==> config.mk <==
export PLATFORM = sky130hd
export DESIGN_NAME = radix_base_converter_top
export DESIGN_NICKNAME = d
export VERILOG_FILES = /design/src/rbc_pkg.sv /design/src/rbc_accum.sv /design/src/rbc_divider.sv /design/src/rbc_emitter.sv /design/src/radix_base_converter_top.sv
export SDC_FILE = /design/constraint.sdc
export NUM_CORES = 1
export LEC_CHECK = 0
export ABC_AREA = 1
export BUFFER_PORTS_ARGS = -buffer_cell sky130_fd_sc_hd__buf_4
export CAP_MARGIN = 20
export CORE_MARGIN = 2
export CORE_UTILIZATION = 60
export CTS_BUF_LIST = sky130_fd_sc_hd__clkbuf_4 sky130_fd_sc_hd__clkbuf_8 sky130_fd_sc_hd__clkbuf_16
export CTS_CLUSTER_DIAMETER = 150
export CTS_CLUSTER_SIZE = 12
export DETAILED_ROUTE_END_ITERATION = 8
export PLACE_DENSITY = 0.74
export SETUP_SLACK_MARGIN = 0.1
export SKIP_LAST_GASP = 1
export SLEW_MARGIN = 20
export SYNTH_ARGS = -nofsm -noshare
export SYNTH_HDL_FRONTEND = slang
export SYNTH_SLANG_ARGS = --single-unit
==> constraint.sdc <==
create_clock -name clk -period 5.2 [get_ports clk]
set_input_delay 0.52 -clock clk [delete_from_list [all_inputs] [get_ports clk]]
set_output_delay 0.52 -clock clk [all_outputs]
set_load 0.01 [all_outputs]
==> src/rbc_pkg.sv <==
`timescale 1ns / 1ps

package rbc_pkg;

	localparam int VALUE_BITS     = 32;
	localparam int MAX_OUT_DIGITS = 32;
	localparam int BASE_W         = 6;
	localparam int CHAR_W         = 8;
	localparam int CNT_W          = $clog2(MAX_OUT_DIGITS + 1);
	localparam int ADDR_W         = $clog2(MAX_OUT_DIGITS);
	localparam int STEP_W         = $clog2(VALUE_BITS);
	localparam int CFG_ADDR_W     = 2;

	localparam logic [CHAR_W-1:0] CHAR_ZERO    = 8'd48;
	localparam logic [CHAR_W-1:0] CHAR_NINE    = 8'd57;
	localparam logic [CHAR_W-1:0] CHAR_UPPER_A = 8'd65;
	localparam logic [CHAR_W-1:0] CHAR_UPPER_Z = 8'd90;
	localparam logic [CHAR_W-1:0] LETTER_OFS   = 8'd55;
	localparam logic [BASE_W-1:0] DEC_RADIX    = 6'd10;
	localparam logic [BASE_W-1:0] MAX_RADIX    = 6'd36;
	localparam logic [BASE_W-1:0] MIN_IN_RADIX = 6'd1;
	localparam logic [BASE_W-1:0] MIN_OUT_RADIX = 6'd2;

	typedef enum logic [CFG_ADDR_W-1:0] {
		REG_START_BASE = 2'd0,
		REG_END_BASE   = 2'd1
	} rbc_reg_t;

	typedef enum logic [2:0] {
		ST_IDLE,
		ST_DECIDE,
		ST_DIV,
		ST_READ,
		ST_LOAD,
		ST_SEND
	} rbc_state_t;

	// divider command and status
	typedef struct packed {
		logic                  start;
		logic [VALUE_BITS-1:0] dividend;
		logic [BASE_W-1:0]     divisor;
	} rbc_div_cmd_t;

	typedef struct packed {
		logic                  busy;
		logic                  done;
		logic [VALUE_BITS-1:0] quotient;
		logic [BASE_W-1:0]     remainder;
	} rbc_div_res_t;

	// digit buffer and output register control
	typedef struct packed {
		logic              wr_en;
		logic [ADDR_W-1:0] wr_addr;
		logic [BASE_W-1:0] wr_data;
		logic              rd_en;
		logic [ADDR_W-1:0] rd_addr;
		logic              load_digit;
		logic              load_flag;
		logic              last;
		logic              empty;
		logic              error;
	} rbc_emit_ctrl_t;

	function automatic logic [CHAR_W-1:0] char_to_digit(input logic [CHAR_W-1:0] c);
		logic [CHAR_W-1:0] d;
		d = c;
		if (c inside {[CHAR_UPPER_A:CHAR_UPPER_Z]}) begin
			d = c - LETTER_OFS;
		end else if (c inside {[CHAR_ZERO:CHAR_NINE]}) begin
			d = c - CHAR_ZERO;
		end
		return d;
	endfunction

	function automatic logic [CHAR_W-1:0] digit_to_char(input logic [BASE_W-1:0] d);
		logic [CHAR_W-1:0] c;
		if (d < DEC_RADIX) begin
			c = CHAR_W'(d) + CHAR_ZERO;
		end else begin
			c = CHAR_W'(d) + LETTER_OFS;
		end
		return c;
	endfunction

endpackage

==> src/rbc_accum.sv <==
`timescale 1ns / 1ps

module rbc_accum import rbc_pkg::*; (
	input  logic                  clk,
	input  logic                  arst_n,
	input  logic                  accept,
	input  logic                  final_char,
	input  logic [CHAR_W-1:0]     digit_char,
	input  logic [BASE_W-1:0]     start_base,
	output logic [VALUE_BITS-1:0] sum_value
);

	logic [VALUE_BITS-1:0]        acc_q;
	logic [VALUE_BITS+BASE_W-1:0] prod;

	// value * radix + digit, wrapping
	assign prod      = {{BASE_W{1'b0}}, acc_q} * {{VALUE_BITS{1'b0}}, start_base};
	assign sum_value = prod[VALUE_BITS-1:0] + VALUE_BITS'(char_to_digit(digit_char));

	always_ff @(posedge clk or negedge arst_n) begin
		if (!arst_n) begin
			acc_q <= '0;
		end else if (accept) begin
			acc_q <= final_char ? '0 : sum_value;
		end
	end

endmodule

==> src/rbc_divider.sv <==
`timescale 1ns / 1ps

module rbc_divider import rbc_pkg::*; (
	input  logic         clk,
	input  logic         arst_n,
	input  rbc_div_cmd_t cmd,
	output rbc_div_res_t res
);

	logic                  busy_q;
	logic                  done_q;
	logic [STEP_W-1:0]     step_q;
	logic [VALUE_BITS-1:0] quo_q;
	logic [BASE_W-1:0]     rem_q;
	logic [BASE_W:0]       trial;
	logic [BASE_W:0]       diff;
	logic                  fits;

	// restoring division, one quotient bit per cycle
	assign trial = {rem_q, quo_q[VALUE_BITS-1]};
	assign fits  = trial >= {1'b0, cmd.divisor};
	assign diff  = trial - {1'b0, cmd.divisor};

	always_ff @(posedge clk or negedge arst_n) begin
		if (!arst_n) begin
			busy_q <= 1'b0;
			done_q <= 1'b0;
			step_q <= '0;
		end else begin
			done_q <= 1'b0;
			if (cmd.start && !busy_q) begin
				busy_q <= 1'b1;
				step_q <= STEP_W'(VALUE_BITS - 1);
			end else if (busy_q) begin
				step_q <= step_q - 1'b1;
				if (step_q == '0) begin
					busy_q <= 1'b0;
					done_q <= 1'b1;
				end
			end
		end
	end

	always_ff @(posedge clk) begin
		if (cmd.start && !busy_q) begin
			quo_q <= cmd.dividend;
			rem_q <= '0;
		end else if (busy_q) begin
			quo_q <= {quo_q[VALUE_BITS-2:0], fits};
			rem_q <= fits ? diff[BASE_W-1:0] : trial[BASE_W-1:0];
		end
	end

	assign res.busy      = busy_q;
	assign res.done      = done_q;
	assign res.quotient  = quo_q;
	assign res.remainder = rem_q;

endmodule

==> src/rbc_emitter.sv <==
`timescale 1ns / 1ps

module rbc_emitter import rbc_pkg::*; (
	input  logic           clk,
	input  logic           arst_n,
	input  rbc_emit_ctrl_t ctrl,
	input  logic           m_tready,
	output logic           m_tvalid,
	output logic [7:0]     m_tdata,  // out_char
	output logic           m_tlast,  // last_out
	output logic [1:0]     m_tuser   // empty_result, base_error
);

	logic [BASE_W-1:0] digit_mem [MAX_OUT_DIGITS];
	logic [BASE_W-1:0] rd_data_q;
	logic              valid_q;
	logic [CHAR_W-1:0] char_q;
	logic              last_q;
	logic              empty_q;
	logic              error_q;

	always_ff @(posedge clk) begin
		if (ctrl.wr_en) begin
			digit_mem[ctrl.wr_addr] <= ctrl.wr_data;
		end
		if (ctrl.rd_en) begin
			rd_data_q <= digit_mem[ctrl.rd_addr];
		end
	end

	always_ff @(posedge clk or negedge arst_n) begin
		if (!arst_n) begin
			valid_q <= 1'b0;
		end else if (ctrl.load_digit || ctrl.load_flag) begin
			valid_q <= 1'b1;
		end else if (m_tready) begin
			valid_q <= 1'b0;
		end
	end

	always_ff @(posedge clk) begin
		if (ctrl.load_digit) begin
			char_q  <= digit_to_char(rd_data_q);
			last_q  <= ctrl.last;
			empty_q <= 1'b0;
			error_q <= 1'b0;
		end else if (ctrl.load_flag) begin
			char_q  <= '0;
			last_q  <= 1'b1;
			empty_q <= ctrl.empty;
			error_q <= ctrl.error;
		end
	end

	assign m_tvalid = valid_q;
	assign m_tdata  = char_q;
	assign m_tlast  = last_q;
	assign m_tuser  = {error_q, empty_q};

endmodule

==> src/radix_base_converter_top.sv <==
`timescale 1ns / 1ps

// radix base converter: takes the ascii digits of a number most significant first, one item per
// character with tlast on the final one, and returns the number in another radix, most
// significant digit first. letters 'A'-'Z' count 10-35, '0'-'9' count 0-9, any other code counts
// as its own value; digits fold into a 32-bit wrapping value as value*start_base+digit. on the
// final character a bad radix (start_base 0, end_base below 2 or above 36) gives one item with
// base_error set, and with a good radix a value that is zero or has bit 31 set gives one item
// with empty_result set. otherwise the value goes through the restoring divider, one quotient
// bit per cycle. after the final character each output digit goes through the divider loop
// (start, bit steps, write-back into the digit buffer), then each result item goes through
// buffer read, output load and handshake, and waits while m_tready stays low. a flagged result
// goes through decide and handshake after the final character. s_tready is low from the final
// character until the last result item has been taken.
module radix_base_converter_top import rbc_pkg::*; (
	input  logic                  clk,
	input  logic                  arst_n,
	// configuration writes
	input  logic                  cfg_we,
	input  logic [CFG_ADDR_W-1:0] cfg_addr,
	input  logic [BASE_W-1:0]     cfg_wdata,
	// character input
	input  logic                  s_tvalid,
	output logic                  s_tready,
	input  logic [7:0]            s_tdata,   // digit_char
	input  logic                  s_tlast,   // final_char
	// converted digits
	output logic                  m_tvalid,
	input  logic                  m_tready,
	output logic [7:0]            m_tdata,   // out_char
	output logic                  m_tlast,   // last_out
	output logic [1:0]            m_tuser    // bit 0 empty_result, bit 1 base_error
);

	rbc_state_t            state_q, state_next;
	logic [BASE_W-1:0]     start_base_q;
	logic [BASE_W-1:0]     end_base_q;
	logic [VALUE_BITS-1:0] value_q;
	logic [CNT_W-1:0]      count_q;
	logic [CNT_W-1:0]      rd_idx_q;
	logic                  err_q;
	logic                  empty_q;
	logic                  in_accept;
	logic                  out_accept;
	logic [VALUE_BITS-1:0] sum_value;
	logic                  bad_base;
	logic                  not_positive;
	logic                  div_stop;
	rbc_div_cmd_t          div_cmd;
	rbc_div_res_t          div_res;
	rbc_emit_ctrl_t        emit_ctrl;

	assign in_accept  = s_tvalid && s_tready;
	assign out_accept = m_tvalid && m_tready;

	// config registers
	always_ff @(posedge clk or negedge arst_n) begin
		if (!arst_n) begin
			start_base_q <= DEC_RADIX;
			end_base_q   <= DEC_RADIX;
		end else if (cfg_we) begin
			case (cfg_addr)
				REG_START_BASE: start_base_q <= cfg_wdata;
				REG_END_BASE:   end_base_q   <= cfg_wdata;
				default: ;
			endcase
		end
	end

	rbc_accum u_accum (
		.clk        (clk),
		.arst_n     (arst_n),
		.accept     (in_accept),
		.final_char (s_tlast),
		.digit_char (s_tdata),
		.start_base (start_base_q),
		.sum_value  (sum_value)
	);

	assign bad_base = (start_base_q < MIN_IN_RADIX) || (end_base_q < MIN_OUT_RADIX)
		|| (end_base_q > MAX_RADIX);
	assign not_positive = (sum_value == '0) || sum_value[VALUE_BITS-1];

	// stop once the quotient runs out or the buffer is full
	assign div_stop = (div_res.quotient == '0) || (count_q == CNT_W'(MAX_OUT_DIGITS - 1));

	rbc_divider u_divider (
		.clk    (clk),
		.arst_n (arst_n),
		.cmd    (div_cmd),
		.res    (div_res)
	);

	rbc_emitter u_emitter (
		.clk      (clk),
		.arst_n   (arst_n),
		.ctrl     (emit_ctrl),
		.m_tready (m_tready),
		.m_tvalid (m_tvalid),
		.m_tdata  (m_tdata),
		.m_tlast  (m_tlast),
		.m_tuser  (m_tuser)
	);

	// next state
	always_comb begin
		state_next = state_q;
		case (state_q)
			ST_IDLE: begin
				if (in_accept && s_tlast) begin
					state_next = ST_DECIDE;
				end
			end
			ST_DECIDE: begin
				state_next = (err_q || empty_q) ? ST_SEND : ST_DIV;
			end
			ST_DIV: begin
				if (div_res.done) begin
					state_next = div_stop ? ST_READ : ST_DECIDE;
				end
			end
			ST_READ: state_next = ST_LOAD;
			ST_LOAD: state_next = ST_SEND;
			ST_SEND: begin
				if (out_accept) begin
					state_next = m_tlast ? ST_IDLE : ST_READ;
				end
			end
			default: state_next = ST_IDLE;
		endcase
	end

	// outputs of the sequencer
	always_comb begin
		s_tready         = 1'b0;
		div_cmd.start    = 1'b0;
		div_cmd.dividend = value_q;
		div_cmd.divisor  = end_base_q;
		emit_ctrl     = '0;
		emit_ctrl.wr_addr = count_q[ADDR_W-1:0];
		emit_ctrl.wr_data = div_res.remainder;
		emit_ctrl.rd_addr = rd_idx_q[ADDR_W-1:0];
		emit_ctrl.last    = (rd_idx_q == '0);
		emit_ctrl.empty   = empty_q && !err_q;
		emit_ctrl.error   = err_q;
		case (state_q)
			ST_IDLE:   s_tready = 1'b1;
			ST_DECIDE: begin
				if (err_q || empty_q) begin
					emit_ctrl.load_flag = 1'b1;
				end else begin
					div_cmd.start = 1'b1;
				end
			end
			ST_DIV:    emit_ctrl.wr_en = div_res.done;
			ST_READ:   emit_ctrl.rd_en = 1'b1;
			ST_LOAD:   emit_ctrl.load_digit = 1'b1;
			ST_SEND:   ;
			default:   ;
		endcase
	end

	always_ff @(posedge clk or negedge arst_n) begin
		if (!arst_n) begin
			state_q  <= ST_IDLE;
			count_q  <= '0;
			rd_idx_q <= '0;
			err_q    <= 1'b0;
			empty_q  <= 1'b0;
		end else begin
			state_q <= state_next;
			if (state_q == ST_IDLE && in_accept && s_tlast) begin
				err_q   <= bad_base;
				empty_q <= not_positive;
				count_q <= '0;
			end
			if (state_q == ST_DIV && div_res.done) begin
				count_q  <= count_q + 1'b1;
				rd_idx_q <= count_q;
			end
			if (state_q == ST_SEND && out_accept && !m_tlast) begin
				rd_idx_q <= rd_idx_q - 1'b1;
			end
		end
	end

	// working value for the divider loop
	always_ff @(posedge clk) begin
		if (state_q == ST_IDLE && in_accept && s_tlast) begin
			value_q <= sum_value;
		end else if (state_q == ST_DIV && div_res.done) begin
			value_q <= div_res.quotient;
		end
	end

	// no new character is taken while a result is pending
	a_ready_no_out: assert property (@(posedge clk) disable iff (!arst_n)
		s_tready |-> !m_tvalid)
		else $error("input ready while a result item is pending");

	// a flagged result always closes the run
	a_flag_last: assert property (@(posedge clk) disable iff (!arst_n)
		(m_tvalid && m_tuser != 2'b00) |-> m_tlast)
		else $error("flagged result without last");

	// divider only runs while the input side is closed
	a_div_blocks_in: assert property (@(posedge clk) disable iff (!arst_n)
		div_res.busy |-> !s_tready)
		else $error("divider busy while input ready");

	// after the last item of a run the block is ready again
	a_last_to_idle: assert property (@(posedge clk) disable iff (!arst_n)
		(m_tvalid && m_tready && m_tlast) |=> s_tready)
		else $error("block not ready after last result item");

endmodule
---- Word level (Yosys, flattened, before mapping) ----
Memories as Yosys holds them, arrays and structs flattened. A register that Yosys moved wholly into a read port is not among the register bits.
Index checks and enable logic that the tools add are counted.
word-level totals
  logic and storage cells ................. 128
  memories ................................ 1
  output and inout bits ................... 13
  input bits .............................. 22
  register bits ........................... 150
  memory bits (writable) .................. 192
memory list
  memory               depth  width  read ports  clocked after Yosys merged registers in  write ports  RTL line           text
  u_emitter.digit_mem  32     6      1           1                                        1            rbc_emitter.sv:14  logic [BASE_W-1:0] digit_mem [MAX_OUT_DIGITS];
operators by class
  equal/unequal tests ..................... 10
  mux-type cells .......................... 44
  reduce and logical (&&, ||, !) cells .... 35
  magnitude comparators ................... 9
  $add $sub $neg .......................... 9
  multiply operators ...................... 1
operator list
  kind                   count
  $mux W32               5
  $logic_not A32 Y1      2
  $mux W8                5
  $add A32 B8 Y32        1
  $mul A32 B6 Y32        1
  $mux W6                5
  $mux W1                20
  $pmux W3 S6            1
  $sub A8 B6 Y8 const B  2
  $add A6 B6 Y7 const B  2
  $logic_and A1 B1 Y1    12
  $mux W3                4
  $mux W5                2
  $reduce_bool A2 Y1     5
  $ge A8 B6 Y1 const B   1
  $ge A8 B7 Y1 const B   1
  $le A8 B6 Y1 const B   1
  $le A8 B7 Y1 const B   1
  $ge A7 B6 Y1           1
  $add A6 B1 Y6 const B  1
  $eq A3 B2 Y1 const B   2
  $eq A3 B3 Y1 const B   2
  $eq A6 B5 Y1 const B   1
  $gt A6 B6 Y1 const B   1
  other kinds (19)       29

---- Logic depth before layout (Yosys ltp) ----
Gate-level depths: netlist of run 1.
  word-level depth ........................ 7
  depth in mapped cells ................... 30
  mapped depth without buffers ............ 30

---- Hierarchy ----
A second synthesis of run 1 with hierarchy kept.
unflattened totals
  cell total of the unflattened synthesis .. 2578
  area, all modules ....................... 22282.6 um^2
modules (own cells, without submodules)
  module                    instances  seq. area each (um^2)  cells an instance  area each (um^2)
  rbc_emitter               1          6251.0                 770                8725.9
  rbc_accum                 1          800.8                  1169               8006.4
  radix_base_converter_top  1          1691.6                 372                3221.8
  rbc_divider               1          1256.2                 267                2328.5

---- Worst setup path before layout of run 1 ----
OpenSTA, ideal clock, no wires.
  kind .................................... register to register
  start point ............................. register start_base_q[5]
  end point ............................... register empty_q
  clock period less this slack ............ 4769 ps
  path slack .............................. 431 ps
  arrival time ............................ 4704 ps
  cell stages (with the launch flop) ...... 27
  required time ........................... 5135 ps
  cells stage by stage .................... dfrtp_1 > clkbuf_1 > buf_1 > nand2_1 > fa_1 > fa_1 > inv_1 > fa_1 > inv_1 > fa_1 > inv_1 > ha_1 > nand2_1 > inv_1 > nand2_1 > nand3_2 > nand2_1 > nand2_2 > xnor2_1 > nand2_1 > nor2_1 > nand2_1 > nor2_1 > nand3_1 > nand2_1 > nand2_1 > nand2_1
on the way
  word-level cells in the longest chain between the ends .. 4
ends and longest elaborated chain
  what                    RTL line                         text
  start, declared         radix_base_converter_top.sv:36   logic [BASE_W-1:0] start_base_q;
  start signal, assigned  radix_base_converter_top.sv:63   REG_START_BASE: start_base_q <= cfg_wdata;
  $mul A32 B6 Y32 (*)     rbc_accum.sv:17                  assign prod = {{BASE_W{1'b0}}, acc_q} * {{VALUE_BITS{1'b0}}, start_base};
  $add A32 B8 Y32 (*)     rbc_accum.sv:18                  assign sum_value = prod[VALUE_BITS-1:0] + VALUE_BITS'(char_to_digit(digit_char));
  $logic_not A32 Y1       radix_base_converter_top.sv:82   assign not_positive = (sum_value == '0) || sum_value[VALUE_BITS-1];
  $logic_or A1 B1 Y1 (*)  radix_base_converter_top.sv:82
  end signal, assigned    radix_base_converter_top.sv:174  empty_q <= not_positive;
  end, declared           radix_base_converter_top.sv:42   logic empty_q;
Every way passes the cells marked *; elsewhere a longest branch is shown, timed or not.
A chain may end at the register's enable or synchronous reset.

---- Final worst setup path of run 1 ----
  start point ............................. register start_base_q[4]
  end point ............................... register empty_q
Same word-level chain as after synthesis.

==> impl_metrics.tcl, run 1 <==
set metrics [dict create \
    run_status "completed" \
    detail_route.iter0.violations 1560 \
    total_power_uw 12900 \
    detailed_place.area_sq_um 22300 \
    row_count 69 \
    cell_family_with_most_cp_delay "adder cells" \
    die-width_microns 193 \
    crit_top_cell "sky130_fd_sc_hd__nand2_1" \
    die_height_microns 193 \
    worst_pin_slew_ps 1000 \
    mappedNetlistArea_sq_um 21500 \
    firstDrtPassIters 5 \
    fin_cells 2878 \
    p_per_area_nw_per_um2 547 \
    multi_input_comb_area_sq_um 9860 \
    timing.clock.skew_ps 34.2 \
    grt_start_max_net_pins 80 \
    critical_path.max_fanout 21 \
    post_synth.cell_area_avg_sq_um 9.08 \
    worst_ir_drop_vdd_uv 410 \
    number_of_flops_mapped_to_enable_cells_by_yosys 270 \
    dp_hpwl_microns 38400 \
    grt_antenna_before_repair 0 \
    port_buffers 33 \
    placeableCoreArea_sq_um 35500 \
    final-seq-area_sq_um 10000 \
    n_fill_cell 2789 \
    cts_max_path_buffers 3 \
    dp.cells 2815 \
    cp_launch_type "register" \
    final-max-slew-violation-count 0 \
    finalInstanceArea_sq_um 23600 \
    groute.usage.overall_pct 29.1 \
    synthTopCellsByArea "sky130_fd_sc_hd__edfxtp_1, sky130_fd_sc_hd__fa_1, sky130_fd_sc_hd__nand2_1, sky130_fd_sc_hd__dfrtp_1, sky130_fd_sc_hd__inv_1" \
    route.detailed.drc 0 \
    globalRoute.totalOverflow 0 \
    power.static_leakage_uw 0.0112 \
    critPathRequiredTime_ps 5650 \
    detail-route-antenna-nets 0 \
    start_util_pct 60.7 \
    setup.reg_to_reg.worst_slack_ps 360 \
    critical-path-slowest-cell "sky130_fd_sc_hd__fa_1" \
    worst_r2r_startpoint "start_base_q[4]$_DFFE_PN0P_" \
    arrival_ps 5290 \
    cts.hold.buffers_added 0 \
    number_of_unique_standard_cell_types_used_by_synthesis 55 \
    cap_viol_max_count 0 \
    synthToLayoutAreaGrowth_pct 9.85 \
    yosys_most_used_dff "sky130_fd_sc_hd__edfxtp_1" \
    timing.slew.headroom_pct 32.7 \
    clk_pin_slew_ps 60 \
    max_clock_freq_ghz 0.206 \
    totalNegativeSetupSlack_ps 0 \
    num-nets-final 2623 \
    cts_root_buf "sky130_fd_sc_hd__clkbuf_16" \
    async_reset_ff_share_pct 19.9 \
    yosys_warnings 0 \
    hold_slack_ps 110 \
    synth_top_cell_area_share_pct 37.7 \
    timing.reg2reg.worst_path_depth 25 \
    holdCritPathClass "input port to async pin" \
    buf_inv_stages_crit_path 4 \
    finalCritPeriodShare_pct 93.1 \
    global_route_wire_length_before_repair_microns 87100 \
    drt-vias-per-instance 5.75 \
    synth_top_cell_by_area "sky130_fd_sc_hd__edfxtp_1" \
    postSynthNetCount 2596 \
    place_congestion 0.974 \
    synth.yosys.seq_area_share_pct 46.5 \
    htree_levels 2 \
    vias 16500 \
    clock_latency_ps 530 \
    worst_path_largest_cell_delay_ps 560 \
    syn-instance-count 2372 \
    timing.final.crit_period_ps 4840 \
    io_pins 35 \
    setup_viol 0 \
    layout-drive-gt1-share_pct 9.35 \
    number_of_global_route_vias_before_repair 16500 \
    timing_hold_violations_final 0 \
    synth.ff_latch_count 347 \
    rsz_0062_raised_after_global_routing "false" \
    wl_per_cell_microns 18.9 \
    endpoint_kind "register" \
    detail_route.wirelength_microns 54400 \
    synth.most_common_cell "sky130_fd_sc_hd__nand2_1" \
    synth.cells.most_frequent "sky130_fd_sc_hd__nand2_1, sky130_fd_sc_hd__inv_1, sky130_fd_sc_hd__edfxtp_1, sky130_fd_sc_hd__o21ai_0, sky130_fd_sc_hd__nor2_1" \
    critPathKind "register to register" \
    cts_inserted_buffers 34 \
    reg2reg_to "empty_q$_DFFE_PN0P_" \
    tritoncts "yes" \
    die_area_sq_um 37400 \
    antenna_cells_inserted 0 \
    cts_num_sinks 347 \
]
## placed cells by master (no fill, tap or decap), types with 6 or more instances in the layout
| cell type | netlist | final |
|---|---|---|
| sky130_fd_sc_hd__nand2_1 | 573 | 564 |
| sky130_fd_sc_hd__inv_1 | 382 | 381 |
| sky130_fd_sc_hd__edfxtp_1 | 270 | 270 |
| sky130_fd_sc_hd__o21ai_0 | 219 | 219 |
| sky130_fd_sc_hd__nor2_1 | 214 | 213 |
| sky130_fd_sc_hd__fa_1 | 115 | 112 |
| sky130_fd_sc_hd__ha_1 | 87 | 79 |
| sky130_fd_sc_hd__buf_4 | 3 | 70 |
| sky130_fd_sc_hd__nand3_1 | 69 | 68 |
| sky130_fd_sc_hd__dfrtp_1 | 65 | 62 |
| sky130_fd_sc_hd__a21oi_1 | 43 | 41 |
| sky130_fd_sc_hd__clkbuf_16 | 0 | 36 |
| sky130_fd_sc_hd__nand2_2 | 23 | 31 |
| sky130_fd_sc_hd__o221ai_1 | 29 | 29 |
| sky130_fd_sc_hd__o22ai_1 | 21 | 21 |
| sky130_fd_sc_hd__nor3_1 | 19 | 18 |
| sky130_fd_sc_hd__a22o_1 | 17 | 17 |
| sky130_fd_sc_hd__clkbuf_4 | 0 | 17 |
| sky130_fd_sc_hd__xor2_1 | 14 | 14 |
| sky130_fd_sc_hd__a31oi_1 | 10 | 10 |
| sky130_fd_sc_hd__nor4_1 | 10 | 10 |
| sky130_fd_sc_hd__nand4_1 | 9 | 9 |
| sky130_fd_sc_hd__inv_2 | 7 | 8 |
| sky130_fd_sc_hd__dfxtp_1 | 8 | 8 |
| sky130_fd_sc_hd__nor3_2 | 7 | 7 |
| sky130_fd_sc_hd__o21ai_1 | 7 | 7 |
| sky130_fd_sc_hd__xnor2_1 | 11 | 7 |
| sky130_fd_sc_hd__nor2_2 | 6 | 6 |
## worst max path at each step
| stage | cells past startpoint | slack (ps) | end | from |
|---|---|---|---|---|
| final | 25 | 360 | empty_q$_DFFE_PN0P_ | start_base_q[4]$_DFFE_PN0P_ |
| after global routing | 25 | 90 | empty_q$_DFFE_PN0P_ | start_base_q[4]$_DFFE_PN0P_ |
| after CTS | 24 | 130 | empty_q$_DFFE_PN0P_ | start_base_q[3]$_DFFE_PN1P_ |
| after detailed placement | 24 | 140 | empty_q$_DFFE_PN0P_ | start_base_q[3]$_DFFE_PN1P_ |
| after global placement | 25 | 150 | empty_q$_DFFE_PN0P_ | start_base_q[1]$_DFFE_PN1P_ |
| after floorplan | 26 | 430 | empty_q$_DFFE_PN0P_ | start_base_q[5]$_DFFE_PN0P_ |
## through the flow
stage | utilization [%] | worst slack, ps
3_3_place_gp | 62.9 | 154
5_1_grt | 66.6 | 88.5
6_report | 66.6 | 357
2_1_floorplan | - | 431
4_1_cts | 65.8 | 127
3_5_place_dp | 62.9 | 143
## repair_timing
item | 4_1_cts | 5_1_grt
endpoints found under the hold margin | 0 | 0
buffers inserted | 0 | 7
gates resized for setup | 0 | 40
endpoints found under the setup margin | 0 | 2
## routing by layer
metal	global-route usage, %	share of wire (%)
met5	0	0
met4	11.6	4.0
met1	39.9	41
met2	47.9	48
met3	3.28	7.1
## cell type report
class / instances / share of cell area [%]
inverters: 390 / 6.19
clock inverters: 2 / 0.138
multi-input cells: 1546 / 41.7
flip-flops and latches: 347 / 42.3
repair buffers: 80 / 3.01
well taps: 461 / 2.44
clock buffers: 52 / 4.24
## kinds of logic after synthesis
kind of cell	after synthesis	synth area share, %
AOI/OAI and AO/OA	374	10.1
buffers and inverters	479	8.55
adders and majority gates	202	15.8
DFF	347	46.5
other	1	0.0174
and+or+nand+nor	943	18.0
xor gates and xnor gates	26	1.09
## sequential cells by signal, summed over array words and instances, names as in the netlist, 5 cells and up
| name | flops |
|---|---|
| u_divider.rem_q | 6 |
| u_divider.quo_q | 32 |
| count_q | 6 |
| u_emitter.rd_data_q | 6 |
| rd_idx_q | 6 |
| end_base_q | 6 |
| start_base_q | 6 |
| u_accum.acc_q | 32 |
| u_emitter.digit_mem | 192 |
| u_divider.step_q | 5 |
| value_q | 32 |
| u_emitter.m_tdata | 7 |
## power by group
| part | internal, uW | switching [uW] |
|---|---|---|
| registers | 3810 | 473 |
| logic | 2230 | 4100 |
| clock network | 1330 | 988 |
Power figures use the tool's default switching activity.
==> inputs of run 2 (changes only) <==
--- a/config.mk
+++ b/config.mk
@@ -11,3 +11,3 @@
 export CORE_MARGIN = 2
-export CORE_UTILIZATION = 60
+export CORE_UTILIZATION = 55
 export CTS_BUF_LIST = sky130_fd_sc_hd__clkbuf_4 sky130_fd_sc_hd__clkbuf_8 sky130_fd_sc_hd__clkbuf_16
@@ -16,3 +16,3 @@
 export DETAILED_ROUTE_END_ITERATION = 8
-export PLACE_DENSITY = 0.74
+export PLACE_DENSITY = 0.68
 export SETUP_SLACK_MARGIN = 0.1
==> constraint.sdc (replaced) <==
create_clock -name clk -period 5.2 [get_ports clk]
set_input_delay 1.04 -clock clk [delete_from_list [all_inputs] [get_ports clk]]
set_output_delay 1.04 -clock clk [all_outputs]
set_load 0.01 [all_outputs]
==> impl_metrics.tcl, run 2 (synthesis gave the netlist of run 1 again) <==
set metrics [dict create \
    run_status "completed" \
    setup_viol 0 \
    worstHoldStart "u_emitter.empty_q$_SDFFE_PP0P_" \
    route.detailed.drc 0 \
    grt_start_max_net_pins 98 \
    final-seq-area_sq_um 10000 \
    mostFrequentLayoutCell "sky130_fd_sc_hd__nand2_1" \
    fin_cells 2939 \
    clock_latency_ps 540 \
    dp.cells 2870 \
    clk_pin_slew_ps 80 \
    firstDrtPassIters 5 \
    endpoint_kind "register" \
    io_pins 35 \
    critical_path.max_fanout 8 \
    timing.slew.headroom_pct 30.8 \
    worst_ir_drop_vdd_uv 328 \
    drt-vias-per-instance 5.56 \
    die_area_sq_um 40700 \
    groute.usage.overall_pct 26.8 \
    cts_inserted_buffers 34 \
    cp_launch_type "register" \
    cts_root_buf "sky130_fd_sc_hd__clkbuf_16" \
    final-max-slew-violation-count 0 \
    worst_path_largest_cell_delay_ps 730 \
    start_util_pct 55.7 \
    layout-drive-gt1-share_pct 9.17 \
    antenna_cells_inserted 0 \
    timing.clock.skew_ps 37.0 \
    detail_route.iter0.violations 1315 \
    critPathKind "register to register" \
    globalRoute.totalOverflow 0 \
    grt_util_met3_pct 3.35 \
    dpl_worst_slack_ps 28.9 \
    place_congestion 0.921 \
    power.static_leakage_uw 0.0113 \
    totalNegativeSetupSlack_ps 0 \
    cts.hold.buffers_added 0 \
    dp_hpwl_microns 37600 \
    critPathRequiredTime_ps 5680 \
    row_count 72 \
    final_cell_mix "sky130_fd_sc_hd__nand2_1, sky130_fd_sc_hd__inv_1, sky130_fd_sc_hd__edfxtp_1" \
    grt_antenna_before_repair 0 \
    total_power_uw 13000 \
    number_of_global_route_vias_before_repair 16200 \
    finalCritPeriodShare_pct 94.3 \
    worstPathCellList "buf_6 -> nand2_1 -> inv_1 -> fa_1 -> fa_1 -> fa_1 -> ha_1 -> ha_1 -> nand2_2 -> nor2_2 -> inv_2 -> nor2_2 -> and3_1 -> nand2_1 -> nand3_1 -> nand2_1 -> nor2_1 -> nand2_1 -> nor2_1 -> nand3_1 -> nand2_1 -> nand2_1 -> nand2_1" \
    port_buffers 33 \
    vias 16300 \
    max_flop_register "u_emitter.digit_mem" \
    globalRouteMet1Util_pct 35.6 \
    synthToLayoutAreaGrowth_pct 10.1 \
    cts_max_path_buffers 3 \
    rsz_0062_raised_after_global_routing "false" \
    cts_num_sinks 347 \
    n_fill_cell 3239 \
    die_height_microns 202 \
    global_route_wire_length_before_repair_microns 86600 \
    largest_register_ff_count 192 \
    detail-route-antenna-nets 0 \
    timing_hold_violations_final 0 \
    tritoncts "yes" \
    die-width_microns 202 \
    holdCritPathClass "register to register" \
    worst_r2r_startpoint "start_base_q[3]$_DFFE_PN1P_" \
    num-nets-final 2619 \
    detail_route.wirelength_microns 53700 \
    worst_pin_slew_ps 1030 \
    crit_top_cell "sky130_fd_sc_hd__nand2_1" \
    cap_viol_max_count 0 \
    max_clock_freq_ghz 0.204 \
    critical-path-slowest-cell "sky130_fd_sc_hd__dfstp_4" \
    crit_path_start "start_base_q[3]$_DFFE_PN1P_" \
    htree_levels 2 \
    wl_per_cell_microns 18.3 \
    p_per_area_nw_per_um2 549 \
    grt_busiest_layer "met2" \
    hold_slack_ps 483 \
    timing.final.crit_period_ps 4900 \
    multi_input_comb_area_sq_um 9810 \
    placeableCoreArea_sq_um 38600 \
    grt.met2_usage_pct 45.5 \
    setup_slack_ps 298 \
    arrival_ps 5380 \
]
[run 2: power by group]
group          total (uW)  internal, uW  switching, uW
Combinational        6310          2240           4070
Sequential           4260          3810            444
Clock                2450          1450            995
[run 2: worst paths after layout]
path	cells after the start	endpoint	slack (ps)
min in group asynchronous	1	u_divider.step_q[4]$_DFFE_PN0P_	670
worst max register to register	23	empty_q$_DFFE_PN0P_	300
worst min-delay path	2	u_emitter.empty_q$_SDFFE_PP0P_	480
max in group asynchronous	1	rd_idx_q[0]$_DFFE_PN0P_	3800
worst max-delay path	23	empty_q$_DFFE_PN0P_	300
worst min register to register	2	u_emitter.empty_q$_SDFFE_PP0P_	480
[run 2: per-stage QoR]
step	util, %	instance area [sq um]
floorplan	-	21500
global placement	57.9	22400
detailed placement	57.9	22400
CTS	60.8	23500
global route	61.3	23700
finish	61.3	23700
[run 2: critical path, delay by kind of cell (launching register included)]
family	cells	cell delay (ps)
AND/OR/NAND/NOR	15	1550
adder cells (fa/ha/maj)	5	2240
buffers and inverters	3	330
flip-flops	1	730
[run 2: area by class of cell]
type	count	area share [%]
clock buffers	62	4.70
inverters	390	6.18
multi-input cells	1546	41.4
flip-flops and latches	347	42.2
well taps	518	2.73
repair buffers	76	2.78
[run 2: timing repair]
| action | in CTS | in global routing |
|---|---|---|
| gates cloned | 0 | 1 |
| gates resized for setup | 1 | 27 |
| pin swaps | 0 | 4 |
| endpoints found under the setup margin | 1 | 10 |
| setup buffers | 0 | 5 |
| hold endpoints to repair | 0 | 0 |
[run 2: metal layers]
| metal | wire [microns] | vias up |
|---|---|---|
| li1 | - | 7757 |
| met1 | 22100 | 7936 |
| met2 | 26500 | 564 |
| met3 | 3390 | 89 |
| met4 | 1680 | 0 |
| met5 | 0 | - |
